==> config.mk <==
export PLATFORM = sky130hd
export DESIGN_NAME = cramer_linear_solver
export DESIGN_NICKNAME = d
export VERILOG_FILES = /design/src/rtl/cls_pkg.sv /design/src/rtl/cls_front.sv /design/src/rtl/cls_queue.sv /design/src/rtl/cls_back.sv /design/src/rtl/cramer_linear_solver.sv
export SDC_FILE = /design/constraint.sdc
export NUM_CORES = 2
export LEC_CHECK = 0
export BUFFER_PORTS_ARGS = -buffer_cell sky130_fd_sc_hd__buf_2
export CAP_MARGIN = 40
export CELL_PAD_IN_SITES_DETAIL_PLACEMENT = 0
export CELL_PAD_IN_SITES_GLOBAL_PLACEMENT = 1
export CORE_AREA = 4 4 526 528
export DETAILED_ROUTE_END_ITERATION = 16
export DIE_AREA = 0 0 530 532
export PLACE_DENSITY_LB_ADDON = 0.1
export SYNTH_ARGS = -nofsm -noshare
export SYNTH_HDL_FRONTEND = slang
export SYNTH_SLANG_ARGS = --single-unit
export TNS_END_PERCENT = 5
==> constraint.sdc <==
create_clock -name clk -period 16.6 [get_ports clk]
set_input_delay 0.83 -clock clk [delete_from_list [all_inputs] [get_ports clk]]
set_output_delay 0.83 -clock clk [all_outputs]
set_load 0.03 [all_outputs]
==> src/rtl/cls_pkg.sv <==
`timescale 1ns / 1ps
// ----------------------------------------------------------------------------
// Cramer solver package
// Word types, command word between front and back, permutation table.
// ----------------------------------------------------------------------------
package cls_pkg;

    localparam int MAX_ORDER_DEF     = 4;
    localparam int FRACTION_BITS_DEF = 16;
    localparam int VALUE_W           = 32;
    localparam int PERM_COUNT        = 24;
    localparam logic [2:0] ORDER_RESET = 3'd3;

    typedef struct packed {
        logic [1:0]         row_index;
        logic [2:0]         column_index;
        logic signed [31:0] entry_value;
        logic               final_entry;
    } item_t;

    typedef struct packed {
        logic [1:0]         unknown_index;
        logic signed [31:0] solution_value;
        logic               singular;
        logic               saturated;
        logic               last_result;
    } result_t;

    typedef struct packed {
        logic        store_en;
        logic [1:0]  row_index;
        logic [2:0]  column_index;
        logic [31:0] entry_value;
        logic        solve_en;
        logic [2:0]  order_n;
    } cmd_t;

    // column taken in each row, row r in bits [2r+1:2r]
    localparam logic [7:0] PERM_TBL [PERM_COUNT] = '{
        8'b11_10_01_00, 8'b10_11_01_00, 8'b11_01_10_00, 8'b01_11_10_00,
        8'b10_01_11_00, 8'b01_10_11_00, 8'b11_10_00_01, 8'b10_11_00_01,
        8'b11_00_10_01, 8'b00_11_10_01, 8'b10_00_11_01, 8'b00_10_11_01,
        8'b11_01_00_10, 8'b01_11_00_10, 8'b11_00_01_10, 8'b00_11_01_10,
        8'b01_00_11_10, 8'b00_01_11_10, 8'b10_01_00_11, 8'b01_10_00_11,
        8'b10_00_01_11, 8'b00_10_01_11, 8'b01_00_10_11, 8'b00_01_10_11
    };

    function automatic logic [1:0] perm_col(input logic [4:0] p, input logic [1:0] r);
        logic [7:0] w;
        w = PERM_TBL[p];
        return w[2*r +: 2];
    endfunction

    function automatic logic perm_odd(input logic [4:0] p);
        return p[0] ^ p[1];
    endfunction

    function automatic logic perm_fits(input logic [4:0] p, input logic [2:0] n);
        logic ok;
        ok = 1'b1;
        for (int r = 0; r < 4; r++)
        begin
            if (r >= int'(n) && perm_col(p, 2'(r)) != 2'(r))
                ok = 1'b0;
        end
        return ok;
    endfunction

endpackage

==> src/rtl/cls_front.sv <==
`timescale 1ns / 1ps
// ----------------------------------------------------------------------------
// Cramer solver front end
// Holds the order register, accepts entry words and classifies them.
// ----------------------------------------------------------------------------
module cls_front #(
    parameter int MAX_ORDER = cls_pkg::MAX_ORDER_DEF
) (
    input  logic             clk,
    input  logic             rst_n,
    input  logic             start,
    output logic             busy,
    input  cls_pkg::item_t   item,
    input  logic             cfg_valid,
    output logic             cfg_ready,
    input  logic [2:0]       cfg_data,
    input  logic             queue_full,
    output logic             push,
    output cls_pkg::cmd_t    cmd
);

    logic [2:0] order_reg;
    logic [2:0] order_n;

    assign cfg_ready = 1'b1;
    assign busy      = queue_full;
    assign push      = start & ~queue_full;

    always_ff @(posedge clk or negedge rst_n)
    begin
        if (!rst_n)
            order_reg <= cls_pkg::ORDER_RESET;
        else if (cfg_valid && cfg_ready)
            order_reg <= cfg_data;
    end

    always_comb
    begin
        if (order_reg == 3'd0)
            order_n = 3'd1;
        else if (int'(order_reg) > MAX_ORDER)
            order_n = 3'(MAX_ORDER);
        else
            order_n = order_reg;
    end

    always_comb
    begin
        cmd.store_en     = (int'(item.row_index) < MAX_ORDER) &&
                           (int'(item.column_index) <= MAX_ORDER);
        cmd.row_index    = item.row_index;
        cmd.column_index = item.column_index;
        cmd.entry_value  = item.entry_value;
        cmd.solve_en     = item.final_entry;
        cmd.order_n      = order_n;
    end

endmodule

==> src/rtl/cls_queue.sv <==
`timescale 1ns / 1ps
// ----------------------------------------------------------------------------
// Cramer solver command queue
// Two-entry queue of command words between front and back.
// ----------------------------------------------------------------------------
module cls_queue (
    input  logic          clk,
    input  logic          rst_n,
    input  logic          push,
    input  cls_pkg::cmd_t cmd_in,
    input  logic          pop,
    output cls_pkg::cmd_t cmd_out,
    output logic          empty,
    output logic          full
);

    cls_pkg::cmd_t slot [2];
    logic          wr_ptr_reg;
    logic          rd_ptr_reg;
    logic [1:0]    count_reg;

    assign empty   = (count_reg == 2'd0);
    assign full    = (count_reg == 2'd2);
    assign cmd_out = slot[rd_ptr_reg];

    always_ff @(posedge clk)
    begin
        if (push)
            slot[wr_ptr_reg] <= cmd_in;
    end

    always_ff @(posedge clk or negedge rst_n)
    begin
        if (!rst_n)
        begin
            wr_ptr_reg <= 1'b0;
            rd_ptr_reg <= 1'b0;
            count_reg  <= 2'd0;
        end
        else
        begin
            if (push)
                wr_ptr_reg <= ~wr_ptr_reg;
            if (pop)
                rd_ptr_reg <= ~rd_ptr_reg;
            if (push && !pop)
                count_reg <= count_reg + 2'd1;
            else if (pop && !push)
                count_reg <= count_reg - 2'd1;
        end
    end

endmodule

==> src/rtl/cls_back.sv <==
`timescale 1ns / 1ps
// ----------------------------------------------------------------------------
// Cramer solver back end
// Entry store, permutation-sum determinants, bit-serial multiply and divide.
// ----------------------------------------------------------------------------
module cls_back #(
    parameter int MAX_ORDER     = cls_pkg::MAX_ORDER_DEF,
    parameter int FRACTION_BITS = cls_pkg::FRACTION_BITS_DEF
) (
    input  logic             clk,
    input  logic             rst_n,
    input  logic             empty,
    input  cls_pkg::cmd_t    cmd,
    output logic             pop,
    output logic             result_valid,
    output cls_pkg::result_t result
);

    localparam int DEPTH = MAX_ORDER * (MAX_ORDER + 1);
    localparam int AW    = (DEPTH > 1) ? $clog2(DEPTH) : 1;
    localparam int PW    = 32 * MAX_ORDER;
    localparam int DW    = PW + 8;
    localparam int NB    = DW + FRACTION_BITS;
    localparam int CW    = $clog2(NB + 1);

    typedef enum logic [3:0] {
        S_IDLE, S_PERM, S_READ, S_LOAD, S_MUL, S_ACC, S_DET, S_DIV, S_OUT
    } state_t;

    state_t           state_reg;
    logic [31:0]      mem [DEPTH];
    logic [31:0]      rd_reg;
    logic [2:0]       n_reg;
    logic [2:0]       repl_reg;
    logic [4:0]       perm_reg;
    logic [2:0]       r_reg;
    logic [1:0]       unk_reg;
    logic             psign_reg;
    logic [PW-1:0]    prod_reg;
    logic [PW-1:0]    acc_reg;
    logic [PW-1:0]    mc_reg;
    logic [31:0]      m_reg;
    logic [DW-1:0]    det_reg;
    logic [DW-1:0]    dmag_reg;
    logic             dneg_reg;
    logic             qneg_reg;
    logic [NB-1:0]    num_reg;
    logic [NB-1:0]    q_reg;
    logic [DW-1:0]    rem_reg;
    logic [CW-1:0]    cnt_reg;
    logic             result_valid_reg;
    cls_pkg::result_t result_reg;

    logic [1:0]    rcol;
    logic [2:0]    col_sel;
    logic [AW-1:0] rd_addr;
    logic [AW-1:0] wr_addr;
    logic          wr_en;
    logic [DW-1:0] prod_ext;
    logic [DW-1:0] abs_det;
    logic [DW:0]   trial;
    logic          ge;
    logic [31:0]   limit;
    logic          sat;
    logic          neg_res;
    logic [31:0]   res;
    logic          last;

    assign pop          = (state_reg == S_IDLE) && !empty;
    assign wr_en        = pop && cmd.store_en;
    assign wr_addr      = AW'(int'(cmd.row_index) * (MAX_ORDER + 1) + int'(cmd.column_index));
    assign rcol         = cls_pkg::perm_col(perm_reg, r_reg[1:0]);
    assign col_sel      = ({1'b0, rcol} == repl_reg) ? 3'(MAX_ORDER) : {1'b0, rcol};
    assign rd_addr      = AW'(int'(r_reg[1:0]) * (MAX_ORDER + 1) + int'(col_sel));
    assign prod_ext     = DW'(prod_reg);
    assign abs_det      = det_reg[DW-1] ? (~det_reg + DW'(1)) : det_reg;
    assign trial        = {rem_reg, num_reg[NB-1]};
    assign ge           = trial >= {1'b0, dmag_reg};
    assign limit        = qneg_reg ? 32'h8000_0000 : 32'h7FFF_FFFF;
    assign sat          = (|q_reg[NB-1:32]) || (q_reg[31:0] > limit);
    assign neg_res      = qneg_reg && (q_reg != '0);
    assign res          = sat ? limit : (neg_res ? (~q_reg[31:0] + 32'd1) : q_reg[31:0]);
    assign last         = ({1'b0, unk_reg} + 3'd1) == n_reg;
    assign result_valid = result_valid_reg;
    assign result       = result_reg;

    always_ff @(posedge clk)
    begin
        if (wr_en)
            mem[wr_addr] <= cmd.entry_value;
        if (state_reg == S_READ)
            rd_reg <= mem[rd_addr];
    end

    always_ff @(posedge clk or negedge rst_n)
    begin
        if (!rst_n)
        begin
            state_reg        <= S_IDLE;
            result_valid_reg <= 1'b0;
            n_reg            <= 3'd1;
            repl_reg         <= 3'd0;
            perm_reg         <= 5'd0;
            r_reg            <= 3'd0;
            unk_reg          <= 2'd0;
            cnt_reg          <= '0;
        end
        else
        begin
            result_valid_reg <= 1'b0;
            case (state_reg)
                S_IDLE:
                begin
                    if (pop && cmd.solve_en)
                    begin
                        n_reg     <= cmd.order_n;
                        repl_reg  <= 3'(MAX_ORDER);
                        det_reg   <= '0;
                        perm_reg  <= 5'd0;
                        state_reg <= S_PERM;
                    end
                end
                S_PERM:
                begin
                    if (cls_pkg::perm_fits(perm_reg, n_reg))
                    begin
                        prod_reg  <= PW'(1);
                        psign_reg <= cls_pkg::perm_odd(perm_reg);
                        r_reg     <= 3'd0;
                        state_reg <= S_READ;
                    end
                    else if (perm_reg == 5'(cls_pkg::PERM_COUNT - 1))
                        state_reg <= S_DET;
                    else
                        perm_reg <= perm_reg + 5'd1;
                end
                S_READ:
                    state_reg <= S_LOAD;
                S_LOAD:
                begin
                    m_reg     <= rd_reg[31] ? (~rd_reg + 32'd1) : rd_reg;
                    psign_reg <= psign_reg ^ rd_reg[31];
                    acc_reg   <= '0;
                    mc_reg    <= prod_reg;
                    state_reg <= S_MUL;
                end
                S_MUL:
                begin
                    if (m_reg == 32'd0)
                    begin
                        prod_reg <= acc_reg;
                        if ((r_reg + 3'd1) == n_reg)
                            state_reg <= S_ACC;
                        else
                        begin
                            r_reg     <= r_reg + 3'd1;
                            state_reg <= S_READ;
                        end
                    end
                    else
                    begin
                        if (m_reg[0])
                            acc_reg <= acc_reg + mc_reg;
                        mc_reg <= mc_reg << 1;
                        m_reg  <= m_reg >> 1;
                    end
                end
                S_ACC:
                begin
                    det_reg <= psign_reg ? (det_reg - prod_ext) : (det_reg + prod_ext);
                    if (perm_reg == 5'(cls_pkg::PERM_COUNT - 1))
                        state_reg <= S_DET;
                    else
                    begin
                        perm_reg  <= perm_reg + 5'd1;
                        state_reg <= S_PERM;
                    end
                end
                S_DET:
                begin
                    if (repl_reg == 3'(MAX_ORDER))
                    begin
                        if (det_reg == '0)
                        begin
                            result_reg.unknown_index  <= 2'd0;
                            result_reg.solution_value <= '0;
                            result_reg.singular       <= 1'b1;
                            result_reg.saturated      <= 1'b0;
                            result_reg.last_result    <= 1'b1;
                            result_valid_reg          <= 1'b1;
                            state_reg                 <= S_IDLE;
                        end
                        else
                        begin
                            dmag_reg  <= abs_det;
                            dneg_reg  <= det_reg[DW-1];
                            unk_reg   <= 2'd0;
                            repl_reg  <= 3'd0;
                            det_reg   <= '0;
                            perm_reg  <= 5'd0;
                            state_reg <= S_PERM;
                        end
                    end
                    else
                    begin
                        qneg_reg  <= det_reg[DW-1] ^ dneg_reg;
                        num_reg   <= {abs_det, {FRACTION_BITS{1'b0}}};
                        rem_reg   <= '0;
                        q_reg     <= '0;
                        cnt_reg   <= CW'(NB);
                        state_reg <= S_DIV;
                    end
                end
                S_DIV:
                begin
                    rem_reg <= ge ? DW'(trial - {1'b0, dmag_reg}) : trial[DW-1:0];
                    q_reg   <= {q_reg[NB-2:0], ge};
                    num_reg <= num_reg << 1;
                    cnt_reg <= cnt_reg - CW'(1);
                    if (cnt_reg == CW'(1))
                        state_reg <= S_OUT;
                end
                S_OUT:
                begin
                    result_reg.unknown_index  <= unk_reg;
                    result_reg.solution_value <= res;
                    result_reg.singular       <= 1'b0;
                    result_reg.saturated      <= sat;
                    result_reg.last_result    <= last;
                    result_valid_reg          <= 1'b1;
                    if (last)
                        state_reg <= S_IDLE;
                    else
                    begin
                        unk_reg   <= unk_reg + 2'd1;
                        repl_reg  <= {1'b0, unk_reg} + 3'd1;
                        det_reg   <= '0;
                        perm_reg  <= 5'd0;
                        state_reg <= S_PERM;
                    end
                end
                default:
                    state_reg <= S_IDLE;
            endcase
        end
    end

endmodule

==> src/rtl/cramer_linear_solver.sv <==
`timescale 1ns / 1ps
// ----------------------------------------------------------------------------
// Cramer linear solver
// Loads an order-n system word by word and emits x_i in fixed point.
// ----------------------------------------------------------------------------
// An entry word is accepted at any edge where start is high and busy is low;
// busy rises only when the two-word command queue is full. A word with
// final_entry set starts a solve of n+1 determinants, each summed over the 24
// permutation slots of a 4x4 matrix: for each of the n! terms that fit the
// order, each of the n factors is read from the store and multiplied in by
// shift-add, then the term is accumulated, and each determinant is closed in
// its own state. Each of the n divisions then runs in a restoring divider,
// followed by an output state. The solve time is set by the order and the bit
// length of the entries. Results appear on result for one cycle with
// result_valid high and cannot be held off; a singular system yields a single
// word.
// ----------------------------------------------------------------------------
module cramer_linear_solver #(
    parameter int MAX_ORDER     = cls_pkg::MAX_ORDER_DEF,
    parameter int FRACTION_BITS = cls_pkg::FRACTION_BITS_DEF
) (
    input  logic             clk,
    input  logic             rst_n,
    input  logic             start,
    output logic             busy,
    input  cls_pkg::item_t   item,
    input  logic             cfg_valid,
    output logic             cfg_ready,
    input  logic [2:0]       cfg_data,
    output logic             result_valid,
    output cls_pkg::result_t result
);

    cls_pkg::cmd_t push_cmd;
    cls_pkg::cmd_t pop_cmd;
    logic          push;
    logic          pop;
    logic          q_empty;
    logic          q_full;

    cls_front #(
        .MAX_ORDER (MAX_ORDER)
    ) u_front (
        .clk        (clk),
        .rst_n      (rst_n),
        .start      (start),
        .busy       (busy),
        .item       (item),
        .cfg_valid  (cfg_valid),
        .cfg_ready  (cfg_ready),
        .cfg_data   (cfg_data),
        .queue_full (q_full),
        .push       (push),
        .cmd        (push_cmd)
    );

    cls_queue u_queue (
        .clk     (clk),
        .rst_n   (rst_n),
        .push    (push),
        .cmd_in  (push_cmd),
        .pop     (pop),
        .cmd_out (pop_cmd),
        .empty   (q_empty),
        .full    (q_full)
    );

    cls_back #(
        .MAX_ORDER     (MAX_ORDER),
        .FRACTION_BITS (FRACTION_BITS)
    ) u_back (
        .clk          (clk),
        .rst_n        (rst_n),
        .empty        (q_empty),
        .cmd          (pop_cmd),
        .pop          (pop),
        .result_valid (result_valid),
        .result       (result)
    );

endmodule

; Word level (Yosys, flattened, before mapping)
; Memory sizes are Yosys's and may differ from the RTL's. A register that Yosys moved wholly into a read port is not among the register bits.
; Index checks and enable logic that the tools add are counted.
[word_totals]
mem_bits_rw = 724
memories = 3
romBits = 256
reg_bits = 1204
out_inout_bits = 40
inputBits = 45
[mem_list]
columns = name, depth, word_bits, rd, rd_ports_with_merged_regs, wr, line_no
row1 = u_back.mem, 20, 32, 1, 1, 1, cls_back.sv:31  ; logic [31:0] mem [DEPTH];
row2 = (no name shown), 32, 8, 1, 0, 0, cls_pkg.sv:50  ; w = PERM_TBL[p];
row3 = u_queue.slot, 2, 42, 1, 0, 1, cls_queue.sv:17  ; cls_pkg::cmd_t slot [2];
[classes]
n_addsub = 16
eq_ne = 32
n_mul = 2
n_shift = 1
mux = 85
n_reduce_logical = 47
bitwise_logic = 13
magnitude_cmp = 9
[ops]
columns = operator, n
row1 = 136-bit 2-to-1 mux, 8
row2 = 128-bit one-hot mux with 2 select lines, 3
row3 = 128-bit 2-to-1 mux, 5
row4 = 152-bit one-hot mux with 2 select lines, 2
row5 = 136-bit one-hot mux with 4 select lines, 1
row6 = 152-bit 2-to-1 mux, 2
row7 = 136-bit one-hot mux with 2 select lines, 1
row8 = 32-bit 2-to-1 mux, 5
row9 = 152-bit nonzero test, 1
row10 = 137-bit by 136-bit >= comparator with 1-bit output, 1
row11 = "136-bit by 1-bit adder with 136-bit output, second input constant", 1
row12 = 136-bit by 128-bit adder with 136-bit output, 1
row13 = 136-bit zero test, 1
row14 = 136-bit inverter, 1
row15 = 136-bit by 128-bit subtractor with 136-bit output, 1
row16 = 136-bit subtractor, 1
row17 = 128-bit adder, 1
row18 = 120-bit OR reduction, 1
row19 = 37-bit 2-to-1 mux, 2
row20 = 37-bit one-hot mux with 2 select lines, 1
row21 = "32-bit by 1-bit adder with 32-bit output, second input constant", 2
row22 = 32-bit inverter, 2
row23 = 32-bit one-hot mux with 2 select lines, 1
row24 = 3-bit 2-to-1 mux, 13
row25 = 60 further kinds, 147

; Logic depth before layout (Yosys ltp)
[logic_depth]
ltp_word = 13
mapped_depth = 28
mapped_depth_nobuf = 26

; Modules after synthesis
; Synthesis repeated with hierarchy kept, for this count alone.
[unflattened]
cells_unflattened = 9923
hier_area_um2 = 109785.3
[modules_own_cells]
columns = module, n_inst, cells_each, area_each_um2
row1 = cls_back, 1, 9722, 105915.3
row2 = cls_queue, 1, 147, 3419.5
row3 = cls_front, 1, 54, 450.4

; Least setup slack after synthesis
; No wires, ideal clock.
[synth_timing]
path_type = reg-to-reg
start = register u_back.state_reg[3]
end = register u_back.acc_reg[0] (enable)
setup_ns = 0.498
setup_slack_ns = -0.203
n_path_buf = 2
required_time_ns = 16.102
t_arrival_ns = 16.306
path_stages_with_launch = 8
path_cell_list = dfrtp_1 -> nor2b_1 -> clkbuf_1 -> and2_1 -> clkbuf_1 -> o21ai_0 -> a21boi_0 -> o21a_1
[synth_between]
elab_chain_len = 3
elab_cells_between_ends = 6
cone_classes = eq/ne: 4 / reduce/logical: 2
[synth_lines]
columns = element, line_no
row1 = from (decl), cls_back.sv:30  ; state_t state_reg;
row2 = from (signal assigned), cls_back.sv:99  ; state_reg <= S_IDLE;
row3 = from (signal assigned), cls_back.sv:120  ; state_reg <= S_PERM;
row4 = from (signal assigned), cls_back.sv:130  ; state_reg <= S_READ;
row5 = 4-bit by 3-bit == test with 1-bit output / 4-bit by 2-bit == test with 1-bit output (equally long branches), cls_back.sv:111  ; case (state_reg)
row6 = 2-bit by 1-bit != test with 1-bit output (no line) (tied with other cells), -
row7 = 4-bit AND reduction (no line) (*), -
row8 = to (signal assigned), cls_back.sv:163  ; acc_reg <= acc_reg + mc_reg;
row9 = to (decl), cls_back.sv:40  ; logic [PW-1:0] acc_reg;
; Mark *: on every way between the ends. The rest lies on a longest branch, timed or not.
; A chain may end at the register's enable or synchronous reset.

; Worst setup path after layout
[layout_timing]
start = register u_back.prod_reg[25]
end = register u_back.det_reg[128], data pin
[layout_between]
elab_chain_len = 3
elab_cells_between_ends = 4
cone_classes = add/sub: 2 / mux: 2
[layout_lines]
columns = element, line_no
row1 = from (decl), cls_back.sv:39  ; logic [PW-1:0] prod_reg;
row2 = from (signal assigned), cls_back.sv:151  ; prod_reg <= acc_reg;
row3 = 136-bit by 128-bit adder with 136-bit output / 136-bit by 128-bit subtractor with 136-bit output (equally long branches), cls_back.sv:170  ; det_reg <= psign_reg ? (det_reg - prod_ext) : (det_reg + prod_ext);
row4 = 136-bit 2-to-1 mux (*), cls_back.sv:170
row5 = 136-bit one-hot mux with 4 select lines (*), cls_back.sv:111
row6 = to (signal assigned), cls_back.sv:170
row7 = to (decl), cls_back.sv:43  ; logic [DW-1:0] det_reg;
; Marks and branches as above.

==> out/summary.txt <==
Die height: 532 um
Leakage: 42.69 nW
Reg2reg path depth: 22
H-tree levels: 4
Max-cap check violation count: 0
Status: finished clean
Area delta synth->final: 10.94%
Minimum clock period: 8.060 ns
Antenna Nets Post-Route: 0
Post-Synthesis Cells: 9978
Post-placement cell area: 0.1129 sq mm
Ports: 85
Worst Hold End: u_queue.slot[0][5]$_DFFE_PP_
Area of the die: 0.2820 sq mm
Unrepaired setup endpoints after global routing: false
Startpoint class of the critical path: register
WP data arrival: 8.62 ns
Type of the worst min-delay path: input port to register
Vias: 76620
Worst setup margin: 8.540 ns
Core region area: 0.2724 sq mm
IO buf count: 83
Tcrit/Tclk final: 48.55%
Synthesized cell area: 0.1084 sq mm
Total power: 0.01964 W
Clock sinks: 1944
CTS tree: done
Syn Area/Cell: 10.87 sq um
FF+latch count, synth: 1944
Row Count: 192
Final Net Count: 10390
Total power divided by cell area: 163.2 mW/mm^2
Total GRT Usage: 21.69%
First-pass GRT wire length: 478.2 mm
Pre-antenna DRT Iters: 5
R2R setup slack: 8.54 ns
Top cells by area, synth: edfxtp_1 53%, ha_1 5.3%, mux4_2 4.1%
Syn. warnings: 0
Critical path fanouts, max: 8
Vias in the first global route: 75080
Worst-Margin Slew: 0.9038 ns
Register area: 0.05820 sq mm
RR Endpoint: u_back.det_reg[128]$_SDFFCE_PP0P_
Peak supply drop: 0.1056 mV
Fillers: 25630
Final core occ: 44.16%
Total Wirelength: 313.3 mm
Hold_sp: item[2]
Fin. max-slew vios: 0
Ys flop type: edfxtp_1
EDFF count, synth: 1908
GRT overflow: 0
Cts bufs inserted: 220
WHS Path Cells: 1
Clock Skew: 0.09993 ns
Clock transition at path regs: 0.06 ns
Fraction of layout cells with a size suffix above 1: 9.084%
Initial antenna violation count: 3
Worst Path Class, Setup: register to register
Pre-CTS WS: 8.553 ns
Yosys top cell area share: 52.84%
Reg2Reg Launch Point: u_back.prod_reg[25]$_SDFFCE_PN0P_
Detailed placement HPWL: 221.1 mm
Critical Path RT: 17.16 ns
Setup total negative slack: 0 ns
Final Cell Area: 0.1203 sq mm
Wirelength per Cell: 22.95 um
Relative slew slack: 39.19%
Post-Syn Nets: 10490
Register area share after synthesis: 53.67%
Clk_lat worst skew: 0.92 ns
Gpl congestion: 0.8777
Post-CTS Setup Repair Bufs: 0
Setup-failing EPs final: 0
Clock tree buffer depth: 4
Root buf cell: clkbuf_16
Initial detailed-routing violation count: 6787
Final Hold Vio Count: 0
Netlist cell types: 87
Die W: 530 um
Vias/cell: 5.613
Asr flop ratio synth: 1.852%
Initial Util: 39.80%
Worst Setup End Kind: register
Area occupied by multi-input gates: 0.04741 sq mm
Max frequency: 124.1 MHz
Largest area contributor in the netlist: edfxtp_1
DRC viols: 0
Max reg flops: 640
Largest net degree at the start of global routing: 179
## area by class of cell
class | count | area share, %
well taps | 3589 | 3.733
flip-flops and latches | 1944 | 48.38
multi-input cells | 7185 | 39.41
inverters | 337 | 1.051
diodes | 1 | 0.002080
repair buffers | 196 | 1.289
clock buffers | 265 | 4.821
clock inverters | 135 | 1.318
## per-layer routing
layer | wire length, um | track usage, % | vias to the layer above
met2 | 131300 | 31.34 | 1799
met5 | 13 | 0 | -
met3 | 14990 | 2.488 | 305
met4 | 5884 | 4.336 | 2
li1 | - | - | 36550
met1 | 161200 | 34.78 | 37970
## kinds of logic after synthesis
family | after synthesis | synth area share, %
muxes | 293 | 5.057
DFF | 1944 | 53.67
xor gates and xnor gates | 722 | 5.832
AOI/OAI and AO/OA | 2165 | 12.12
buffers and inverters | 849 | 2.942
and+or+nand+nor | 3540 | 14.99
adders and majority gates | 464 | 5.389
other | 1 | 0.003458
## cells in the final DEF, fill, tap and decap left out, types with 85 or more instances in the layout
| master | instances |
|---|---|
| a21o_1 | 196 |
| a21oi_1 | 799 |
| and2_1 | 180 |
| and3_1 | 160 |
| buf_2 | 89 |
| buf_4 | 85 |
| clkbuf_16 | 224 |
| edfxtp_1 | 1908 |
| ha_1 | 457 |
| inv_1 | 337 |
| mux2_2 | 89 |
| mux4_2 | 195 |
| nand2_1 | 1149 |
| nand4_1 | 225 |
| nor2_1 | 1142 |
| nor3_1 | 154 |
| nor4_1 | 103 |
| o21ai_0 | 515 |
| o21bai_1 | 131 |
| o31ai_1 | 94 |
| xnor2_1 | 500 |
| xor2_1 | 221 |
## report_power, final
| group | switching (W) | leakage (nW) | internal, W |
|---|---|---|---|
| Combinational | 0.00486 | 21.2 | 0.00249 |
| Clock | 0.00207 | 3.55 | 0.00297 |
| Sequential | 0.000569 | 17.9 | 0.00668 |
| Total | 0.00750 | 42.7 | 0.0121 |
## how the worst max path moves through the flow
stage | from | end | depth (start not counted)
2_1_floorplan | u_back.state_reg[3]$_DFFE_PN0P_ | u_back.acc_reg[0]$_SDFFCE_PN0P_ | 7
3_3_place_gp | u_back.prod_reg[8]$_SDFFCE_PN0P_ | u_back.det_reg[128]$_SDFFCE_PP0P_ | 22
3_5_place_dp | u_back.prod_reg[24]$_SDFFCE_PN0P_ | u_back.det_reg[128]$_SDFFCE_PP0P_ | 22
4_1_cts | u_back.prod_reg[25]$_SDFFCE_PN0P_ | u_back.det_reg[128]$_SDFFCE_PP0P_ | 22
5_1_grt | u_back.prod_reg[23]$_SDFFCE_PN0P_ | u_back.det_reg[128]$_SDFFCE_PP0P_ | 22
6_report | u_back.prod_reg[25]$_SDFFCE_PN0P_ | u_back.det_reg[128]$_SDFFCE_PP0P_ | 22
## through the flow
step / hold slack (ns) / std cells
CTS: 0.01661 / 13650
detailed placement: 0.4920 / 13250
finish: 0.1014 / 13650
global placement: 0.4843 / 13230
floorplan: 0.4608 / 9978
global route: 0.05447 / 13650
## cell usage after synthesis (7+ instances only)
master and instances:
o221ai_1 17, nand2b_1 54, xor2_1 222, nor3_1 154, a31oi_1 71, dfrtp_1 33, ha_1 459, mux4_2 195
nand3_1 85, a21o_1 197, buf_1 32, and3_1 164, a211oi_1 58, o41ai_1 39, nor4_1 104, o31ai_1 94
a221oi_1 26, a31o_2 7, or2_2 31, o21ai_0 515, nor3b_1 8, or4_1 44, nor2_1 1166, a21oi_1 802
clkbuf_1 479, xnor2_1 500, mux2i_1 9, and2_1 182, a21boi_0 35, edfxtp_1 1908, nor2b_1 60, a41oi_1 13
o31a_1 13, o21bai_1 131, o211ai_1 20, or3_1 69, mux2_2 89, o21a_1 59, inv_1 337, nand3b_1 7
nand4_1 225, nand2_1 1151
## critical path, cell delays in order (launching register included)
cell and delay, ns:
edfxtp_1 0.42, or4_1 0.61, nor4b_1 0.58, nand4_1 0.41
nor4_1 0.62, and3_1 0.30, and2_1 0.33, nor2b_1 0.55
and3_1 0.30, nor2_1 0.06, xnor2_1 0.17, ha_1 0.45
nand4_1 0.17, nor2_1 0.13, nand4_1 0.10, or3_1 0.34
or4_1 0.40, o21a_1 0.24, o31ai_1 0.60, a21oi_1 0.25
o311ai_0 0.42, xnor2_1 0.17, nor2_1 0.06
## what timing repair did
item	in CTS	in global routing
gates resized for setup	0	0
setup endpoints to repair	0	0
endpoints found under the hold margin	5	0
hold buffers	1	0
(Power assumes the default switching activity.)
